File: config.mk
export PLATFORM = sky130hd
export DESIGN_NAME = rcc_div
export DESIGN_NICKNAME = d
export VERILOG_FILES = /design/src/rtl/rcc_pkg.sv /design/src/rtl/rcc_div.sv
export SDC_FILE = /design/constraint.sdc
export NUM_CORES = 2
export LEC_CHECK = 0
export BUFFER_PORTS_ARGS = -buffer_cell sky130_fd_sc_hd__buf_2
export CAP_MARGIN = 20
export CORE_MARGIN = 1.5
export CORE_UTILIZATION = 45
export CTS_CLUSTER_SIZE = 16
export DETAILED_ROUTE_END_ITERATION = 16
export PLACE_DENSITY = 0.63
export SLEW_MARGIN = 25
export SYNTH_ARGS = -nofsm -noshare
export SYNTH_HDL_FRONTEND = slang
export SYNTH_SLANG_ARGS = --single-unit
File: constraint.sdc
create_clock -name clk -period 5.83 [get_ports clk]
set_input_delay 1.166 -clock clk [delete_from_list [all_inputs] [get_ports clk]]
set_output_delay 1.166 -clock clk [all_outputs]
set_load 0.05 [all_outputs]
File: src/rtl/rcc_pkg.sv
`timescale 1ns / 1ps
package rcc_pkg;

	localparam int WORD_BITS  = 32;
	localparam int FRAC_BITS  = 16;
	localparam int PW         = 2 * WORD_BITS;
	localparam int DIST_BITS  = 31;
	localparam int ADDR_BITS  = 3;
	localparam int DATA_BITS  = 32;
	localparam int DIV_STEPS  = WORD_BITS - 1;
	localparam int DIV_LAT    = DIV_STEPS + 1;
	localparam int SQRT_STEPS = (WORD_BITS + FRAC_BITS) / 2;
	localparam int SQRT_LAT   = SQRT_STEPS + 1;
	localparam int PIPE_LAT   = 2 * DIV_LAT + SQRT_LAT + 12;

	localparam logic REG_MISS = 1'b0;
	localparam logic [DIST_BITS-1:0] MISS_RESET = '1;

	typedef logic signed [WORD_BITS-1:0] word_t;
	typedef logic [WORD_BITS-1:0] umag_t;

	localparam word_t WMAX     = {1'b0, {(WORD_BITS-1){1'b1}}};
	localparam word_t WMIN     = {1'b1, {(WORD_BITS-1){1'b0}}};
	localparam word_t HALF     = word_t'(64'(1) << (FRAC_BITS - 1));
	localparam word_t NEG_HALF = -HALF;
	localparam word_t QUARTER  = word_t'(64'(1) << (FRAC_BITS - 2));
	localparam word_t ONE_RAW  = word_t'(1);

	typedef struct packed {
		word_t origin_x;
		word_t origin_y;
		word_t origin_z;
		word_t origin_w;
		word_t dir_x;
		word_t dir_y;
		word_t dir_z;
	} ray_t;

	typedef struct packed {
		logic [DIST_BITS-1:0] hit_distance;
		logic                 hit;
	} res_t;

	function automatic word_t sat_ext(input logic [WORD_BITS:0] v);
		word_t r;
		if (v[WORD_BITS] != v[WORD_BITS-1]) begin
			r = v[WORD_BITS] ? WMIN : WMAX;
		end else begin
			r = v[WORD_BITS-1:0];
		end
		return r;
	endfunction

	function automatic word_t qadd(input word_t a, input word_t b);
		return sat_ext({a[WORD_BITS-1], a} + {b[WORD_BITS-1], b});
	endfunction

	function automatic word_t qsub(input word_t a, input word_t b);
		return sat_ext({a[WORD_BITS-1], a} - {b[WORD_BITS-1], b});
	endfunction

	function automatic umag_t mag(input word_t a);
		logic [WORD_BITS:0] e;
		e = {a[WORD_BITS-1], a};
		if (a[WORD_BITS-1]) begin
			e = -e;
		end
		return e[WORD_BITS-1:0];
	endfunction

	function automatic word_t qmul(input word_t a, input word_t b);
		logic [PW-1:0] p;
		logic [PW-1:0] lim;
		logic [WORD_BITS:0] v;
		logic neg;
		neg = a[WORD_BITS-1] ^ b[WORD_BITS-1];
		p = PW'(mag(a)) * PW'(mag(b));
		p = p >> FRAC_BITS;
		lim = neg ? PW'(umag_t'(WMAX)) + PW'(1) : PW'(umag_t'(WMAX));
		if (p > lim) begin
			p = lim;
		end
		v = p[WORD_BITS:0];
		if (neg) begin
			v = -v;
		end
		return v[WORD_BITS-1:0];
	endfunction

endpackage

File: src/rtl/rcc_div.sv
`timescale 1ns / 1ps
module rcc_div import rcc_pkg::*; (
	input  logic  clk,
	input  logic  en,
	input  word_t num,
	input  word_t den,
	output word_t quo,
	output logic  ok
);

	localparam int NW = WORD_BITS + FRAC_BITS;
	localparam int CW = 2 * WORD_BITS - 1;

	logic [NW-1:0]        rem_q [0:DIV_STEPS];
	umag_t                dv_q  [0:DIV_STEPS];
	logic [DIV_STEPS-1:0] qt_q  [0:DIV_STEPS];
	logic                 neg_q [0:DIV_STEPS];
	logic                 ovf_q [0:DIV_STEPS];
	logic [NW-1:0]        num_m;
	umag_t                den_m;
	logic [WORD_BITS:0]   qx;

	assign num_m = {mag(num), {FRAC_BITS{1'b0}}};
	assign den_m = mag(den);

	always_ff @(posedge clk) begin
		if (en) begin
			rem_q[0] <= num_m;
			dv_q[0]  <= den_m;
			qt_q[0]  <= '0;
			neg_q[0] <= num[WORD_BITS-1] ^ den[WORD_BITS-1];
			ovf_q[0] <= {den_m, {(WORD_BITS-1){1'b0}}} <= CW'(num_m);
		end
	end

	for (genvar j = 1; j <= DIV_STEPS; j++) begin : g_step
		logic [CW-1:0] trial;
		logic          fit;

		assign trial = CW'(dv_q[j-1]) << (DIV_STEPS - j);
		assign fit   = CW'(rem_q[j-1]) >= trial;

		always_ff @(posedge clk) begin
			if (en) begin
				rem_q[j] <= fit ? rem_q[j-1] - trial[NW-1:0] : rem_q[j-1];
				qt_q[j]  <= {qt_q[j-1][DIV_STEPS-2:0], fit};
				dv_q[j]  <= dv_q[j-1];
				neg_q[j] <= neg_q[j-1];
				ovf_q[j] <= ovf_q[j-1];
			end
		end
	end

	always_comb begin
		qx = (WORD_BITS+1)'(qt_q[DIV_STEPS]);
		if (neg_q[DIV_STEPS]) begin
			qx = -qx;
		end
	end

	assign quo = qx[WORD_BITS-1:0];
	assign ok  = !ovf_q[DIV_STEPS];

endmodule

# Word-level counts from Yosys, hierarchy flattened
# Memory sizes are Yosys's and may differ from the RTL's.
# Index checks and enable logic that the tools add are counted.
[classes] bitwise=1 mux=36 n_lt_le_gt_ge=32 n_reduce_logical=1 add_sub_neg=34
[op_table] op="48-bit 2-to-1 mux" n=31
[op_table] op="48-bit subtractor" n=15
[op_table] op="32-bit 2-to-1 mux" n=3
[op_table] op="32-bit negator" n=2
[op_table] op="63-bit by 48-bit <= comparator with 1-bit output" n=1
[op_table] op="48-bit by 62-bit >= comparator with 1-bit output" n=1
[op_table] op="48-bit by 61-bit >= comparator with 1-bit output" n=1
[op_table] op="48-bit by 60-bit >= comparator with 1-bit output" n=1
[op_table] op="48-bit by 59-bit >= comparator with 1-bit output" n=1
[op_table] op="48-bit by 58-bit >= comparator with 1-bit output" n=1
[op_table] op="48-bit by 57-bit >= comparator with 1-bit output" n=1
[op_table] op="48-bit by 56-bit >= comparator with 1-bit output" n=1
[op_table] op="48-bit by 55-bit >= comparator with 1-bit output" n=1
[op_table] op="48-bit by 54-bit >= comparator with 1-bit output" n=1
[op_table] op="48-bit by 53-bit >= comparator with 1-bit output" n=1
[op_table] op="48-bit by 52-bit >= comparator with 1-bit output" n=1
[op_table] op="48-bit by 51-bit >= comparator with 1-bit output" n=1
[op_table] op="48-bit by 50-bit >= comparator with 1-bit output" n=1
[op_table] op="48-bit by 49-bit >= comparator with 1-bit output" n=1
[op_table] op="48-bit by 32-bit >= comparator with 1-bit output" n=1
[op_table] op="48-bit by 33-bit >= comparator with 1-bit output" n=1
[op_table] op="48-bit by 34-bit >= comparator with 1-bit output" n=1
[op_table] op="48-bit by 35-bit >= comparator with 1-bit output" n=1
[op_table] op="48-bit by 36-bit >= comparator with 1-bit output" n=1
[op_table] op="other kinds (32)" n=33
[totals] register_bits=0 mem_count=5 ramBits=3616
[mem_list] name="rem_q" depth=32 width=48 read_ports=31 rd_clocked_by_memory_dff=0 write_ports=32 line_no="rcc_div.sv:14" source="logic [NW-1:0] rem_q [0:DIV_STEPS];"
[mem_list] name="dv_q" depth=32 width=32 read_ports=31 rd_clocked_by_memory_dff=0 write_ports=32 line_no="rcc_div.sv:15" source="umag_t dv_q [0:DIV_STEPS];"
[mem_list] name="qt_q" depth=32 width=31 read_ports=32 rd_clocked_by_memory_dff=0 write_ports=32 line_no="rcc_div.sv:16" source="logic [DIV_STEPS-1:0] qt_q [0:DIV_STEPS];"
[mem_list] name="neg_q" depth=32 width=1 read_ports=32 rd_clocked_by_memory_dff=0 write_ports=32 line_no="rcc_div.sv:17" source="logic neg_q [0:DIV_STEPS];"
[mem_list] name="ovf_q" depth=32 width=1 read_ports=32 rd_clocked_by_memory_dff=0 write_ports=32 line_no="rcc_div.sv:18" source="logic ovf_q [0:DIV_STEPS];"

# Depth between registers and ports, before layout
[depth] ltp_word=3 mapped_depth=21 mapped_depth_nobuf=21

# Worst setup path before layout
# No wires, ideal clock.
[synth_path] path_kind="input -> register" startpoint="in num[1]" endpoint="mem ovf_q[0] (data pin)" stages=21 setup_ns=0.167 arrival_ns=5.380 t_required_ns=5.663 n_path_buf=0 setup_slack_ns=0.283 path_cell_list="inv_1 > ha_1 > or3b_1 > or3_4 > or3b_1 > or4_1 > or4_4 > inv_1 > nand2_1 > or4_4 > o21ai_2 > xnor2_1 > inv_1 > ha_1 > a21o_1 > a21o_1 > a21oi_1 > o21ai_0 > a21oi_1 > o211ai_1 > a211oi_1"
[synth_rtl] element="start, declared" line_no="rcc_div.sv:5" source="input word_t num,"
[synth_rtl] element="end, declared" line_no="rcc_div.sv:18"

==> results by group <==
Run status
  – Status: completed

CTS
  – # clock sinks: 2664
  – Postcts setup bufs: 0
  – CTS tree: built
  – Clock Latency Late Sink: approximately 0.9 ns
  – Root buffer cell: clkbuf_16
  – Clk buf depth: 4
  – Hold Buf Count CTS: 0
  – Worst-path clk slew: 0.06 ns
  – H-tree levels: 5
  – Num CTS Buffers: around 300
  – Post-cts sizing count: 0

Timing
  – Rel. slew slack: between 30% and 40%
  – Worst-Margin Slew: 0.9953 ns
  – Tcrit/Tclk final: between 90% and 100%
  – Final setup violation count: 0
  – Slew Viols, Final: 0
  – Setup_tns: 0 ns
  – Fmax: roughly 190 MHz
  – Crit path time final: about 5.3 ns
  – Fin. Hold Viols: 0
  – RSZ-0062 raised after global routing: false
  – Clk_skew: 0.05596 ns

Setup path
  – FF-to-FF End: rem_q[10][22]
  – Kind of critical path: primary input to register
  – Crit path launch type: primary input
  – Arrival time at the worst endpoint: between 5 and 6 ns
  – Crit path launch: num[1]
  – Critical path peak fanout: 2
  – Worst setup path endpoint: ovf_q[0]
  – R2r startpoint: dv_q[4][97]
  – Reg2Reg Depth: 12
  – Critical Path RT: about 6.6 ns
  – R2R setup slack: 1.12 ns
  – CP Capture Type: register

Floorplan
  – Core Footprint: 306100 um2
  – Initial Util: 45.24%
  – Ports: 99
  – Die area: 311000 um2
  – Die Width: 557.7 um
  – Die height: 557.7 um
  – Rows: 203

Layout
  – Final instance area: 154500 um2
  – Area Growth Syn to Fin: 11.55%
  – Final cell count without fillers: 16430
  – Share of cells above drive strength 1: 7.621%
  – Register area: 80000 um2
  – Final net count: ~13000
  – Area of the multi-input gates: 53460 um2
  – Fillcell total: about 26000

Hold path
  – Worst Hold Depth: 0
  – Hold crit path type: register to register

Synth
  – Post-synthesis async set-or-reset flop share: 0%
  – Post-synthesis sequential area ratio: 57.77%
  – Ranking of synthesized cells by area: edfxtp_1 (58%), ha_1 (8.2%), xnor2_1 (3.5%), o21ai_0 (3.2%), inv_1 (3.2%)
  – Most frequent cell after synthesis: edfxtp_1
  – Synth cell count leaders: edfxtp_1 (2664), inv_1 (1172), nand2_1 (979)
  – Warnings, synthesis: 0
  – Syn nets: 12790
  – Cell type with the highest aggregate area in the netlist: edfxtp_1
  – Top FF cell, synth: edfxtp_1
  – Distinct cell type count after synthesis: slightly below 90
  – Top cell type's share of synthesized area: 57.77%
  – Post-synthesis cell count: 11790
  – Number of synthesized register bits: 2664
  – Syn Area/Cell: ~12 um2
  – Post-synth EDFFs: between 2000 and 3000
  – Mapped Area: 138500 um2

Placement
  – Post-DP HPWL: 242400 um
  – Number of port buffers: between 90 and 100
  – Placed Cells: 15890
  – GP Congestion: between 0.9 and 1
  – Area after DPL: 144500 um2

Routing
  – Detailed-route wire length per cell: 19.74 um
  – Post-Route WL: 324200 um
  – Post-route ant nets: 0
  – DRC viols: 0
  – 1st-pass router iterations: 6
  – Via density: 5.505
  – DRT iter0 DRCs: ~7000
  – Via count: 90420

Global routing
  – GR Overflow Total: 0
  – Initial antenna violation count: 15
  – Vias in the first global route: just under 90000
  – Overall routing resource usage: 20.37%
  – Largest net degree at the start of global routing: about 160
  – First-pass GRT wire length: between 400000 and 500000 um

Pwr
  – PwrDens: 432.0 nW/um2
  – Pleak: 61.49 nW
  – VDD IR max: 277.3 uV

Job
  – Max-Cap Viols: 0
[flip-flops by register name, indices dropped and copies added (netlist names)]
register / count
rem_q: 1112
neg_q: 32
dv_q: 992
ovf_q: 32
qt_q: 496
[area by class of cell]
cell class,instances,share of cell area (%)
Antenna cell,3,0.004860
Clock buffer,341,4.960
Multi-Input combinational cell,7745,34.61
Tap cell,4100,3.321
Timing Repair Buffer,208,0.9915
Clock inverter,191,1.468
Inverter,1173,2.851
Sequential cell,2664,51.79
[metal layers]
metal	global-route usage (%)	vias up	part of all wire, %
li1	-	43870	-
met1	27.44	43500	45
met2	33.94	2460	47
met3	2.846	596	4.9
met4	6.472	2	3.2
met5	0	-	0.0059
[where the power goes]
group | switching, W | internal [W]
clock network | 0.00778 | 0.0113
registers | 0.00216 | 0.0253
logic | 0.0118 | 0.00841
total | 0.0218 | 0.0450
[kinds of logic (layout without fill, tap and decap cells)]
logic type / count (synthesis) / in the layout / synth area share, %
AO/OA/AOI/OAI: 2917 / 2917 / 12.92
AND/OR/NAND/NOR: 2794 / 2794 / 9.643
flip-flops: 2664 / 2664 / 57.77
buffers and inverters: 1376 / 1913 / 3.754
adder cells (fa/ha/maj): 935 / 935 / 8.611
XOR/XNOR: 899 / 899 / 5.686
multiplexers: 200 / 200 / 1.613
other: 0 / 3 / 0
[placed cells by master, fill, tap and decap left out, drive strengths merged, types with 82 or more instances in the layout]
cell,Yosys,routed
a21o,451,451
a31oi,92,92
clkbuf,182,341
mux2,185,185
nor2,616,616
nand4,126,126
inv,1172,1186
ha,905,905
o21a,99,99
xnor2,547,547
a21oi,816,816
nor4,90,90
nor3,189,189
buf,21,208
o31ai,96,96
xor2,352,352
nor2b,117,117
edfxtp,2664,2664
nand2b,143,143
nand2,979,979
clkinv,1,120
o21ai,891,891
o21bai,82,82
nand3,169,169
[metrics by stage]
step                power [W]  hold slack, ns  setup WS (ns)  utilization, %
global route          0.07050          0.3942         0.3797           50.47
global placement      0.04726          0.4002        -0.4270           47.22
CTS                   0.06710          0.3817         0.5464           50.46
finish                0.06672          0.3846         0.5782           50.47
floorplan             0.04162          0.4003         0.2828               -
detailed placement    0.04771          0.4045        -0.3334           47.22
[worst max-delay path, stage by stage]
cell and delay [ns]:
buf_2 0.11, inv_1 0.06, ha_1 0.15, or3b_1 0.38, or3_4 0.35, or3b_1 0.40
or4_1 0.45, or4_4 0.45, inv_1 0.08, nand2_1 0.09, or4_4 0.46, o21ai_2 0.14
xnor2_1 0.14, inv_1 0.07, ha_1 0.30, a21o_1 0.18, a21o_1 0.18, a21oi_1 0.18
o21ai_0 0.11, a21oi_1 0.15, o211ai_1 0.12, a211oi_1 0.25
[worst min-delay path by stage]
| stage | start | to | slack [ns] |
|---|---|---|---|
| floorplan | neg_q[0][0] | neg_q[0][1] | 0.40 |
| global placement | qt_q[20][18] | qt_q[21][19] | 0.40 |
| detailed placement | neg_q[0][0] | neg_q[0][1] | 0.40 |
| CTS | qt_q[20][0] | qt_q[21][1] | 0.38 |
| global route | qt_q[20][0] | qt_q[21][1] | 0.39 |
| finish | qt_q[20][0] | qt_q[21][1] | 0.38 |
No activity file was read; power rests on OpenSTA's default activity.
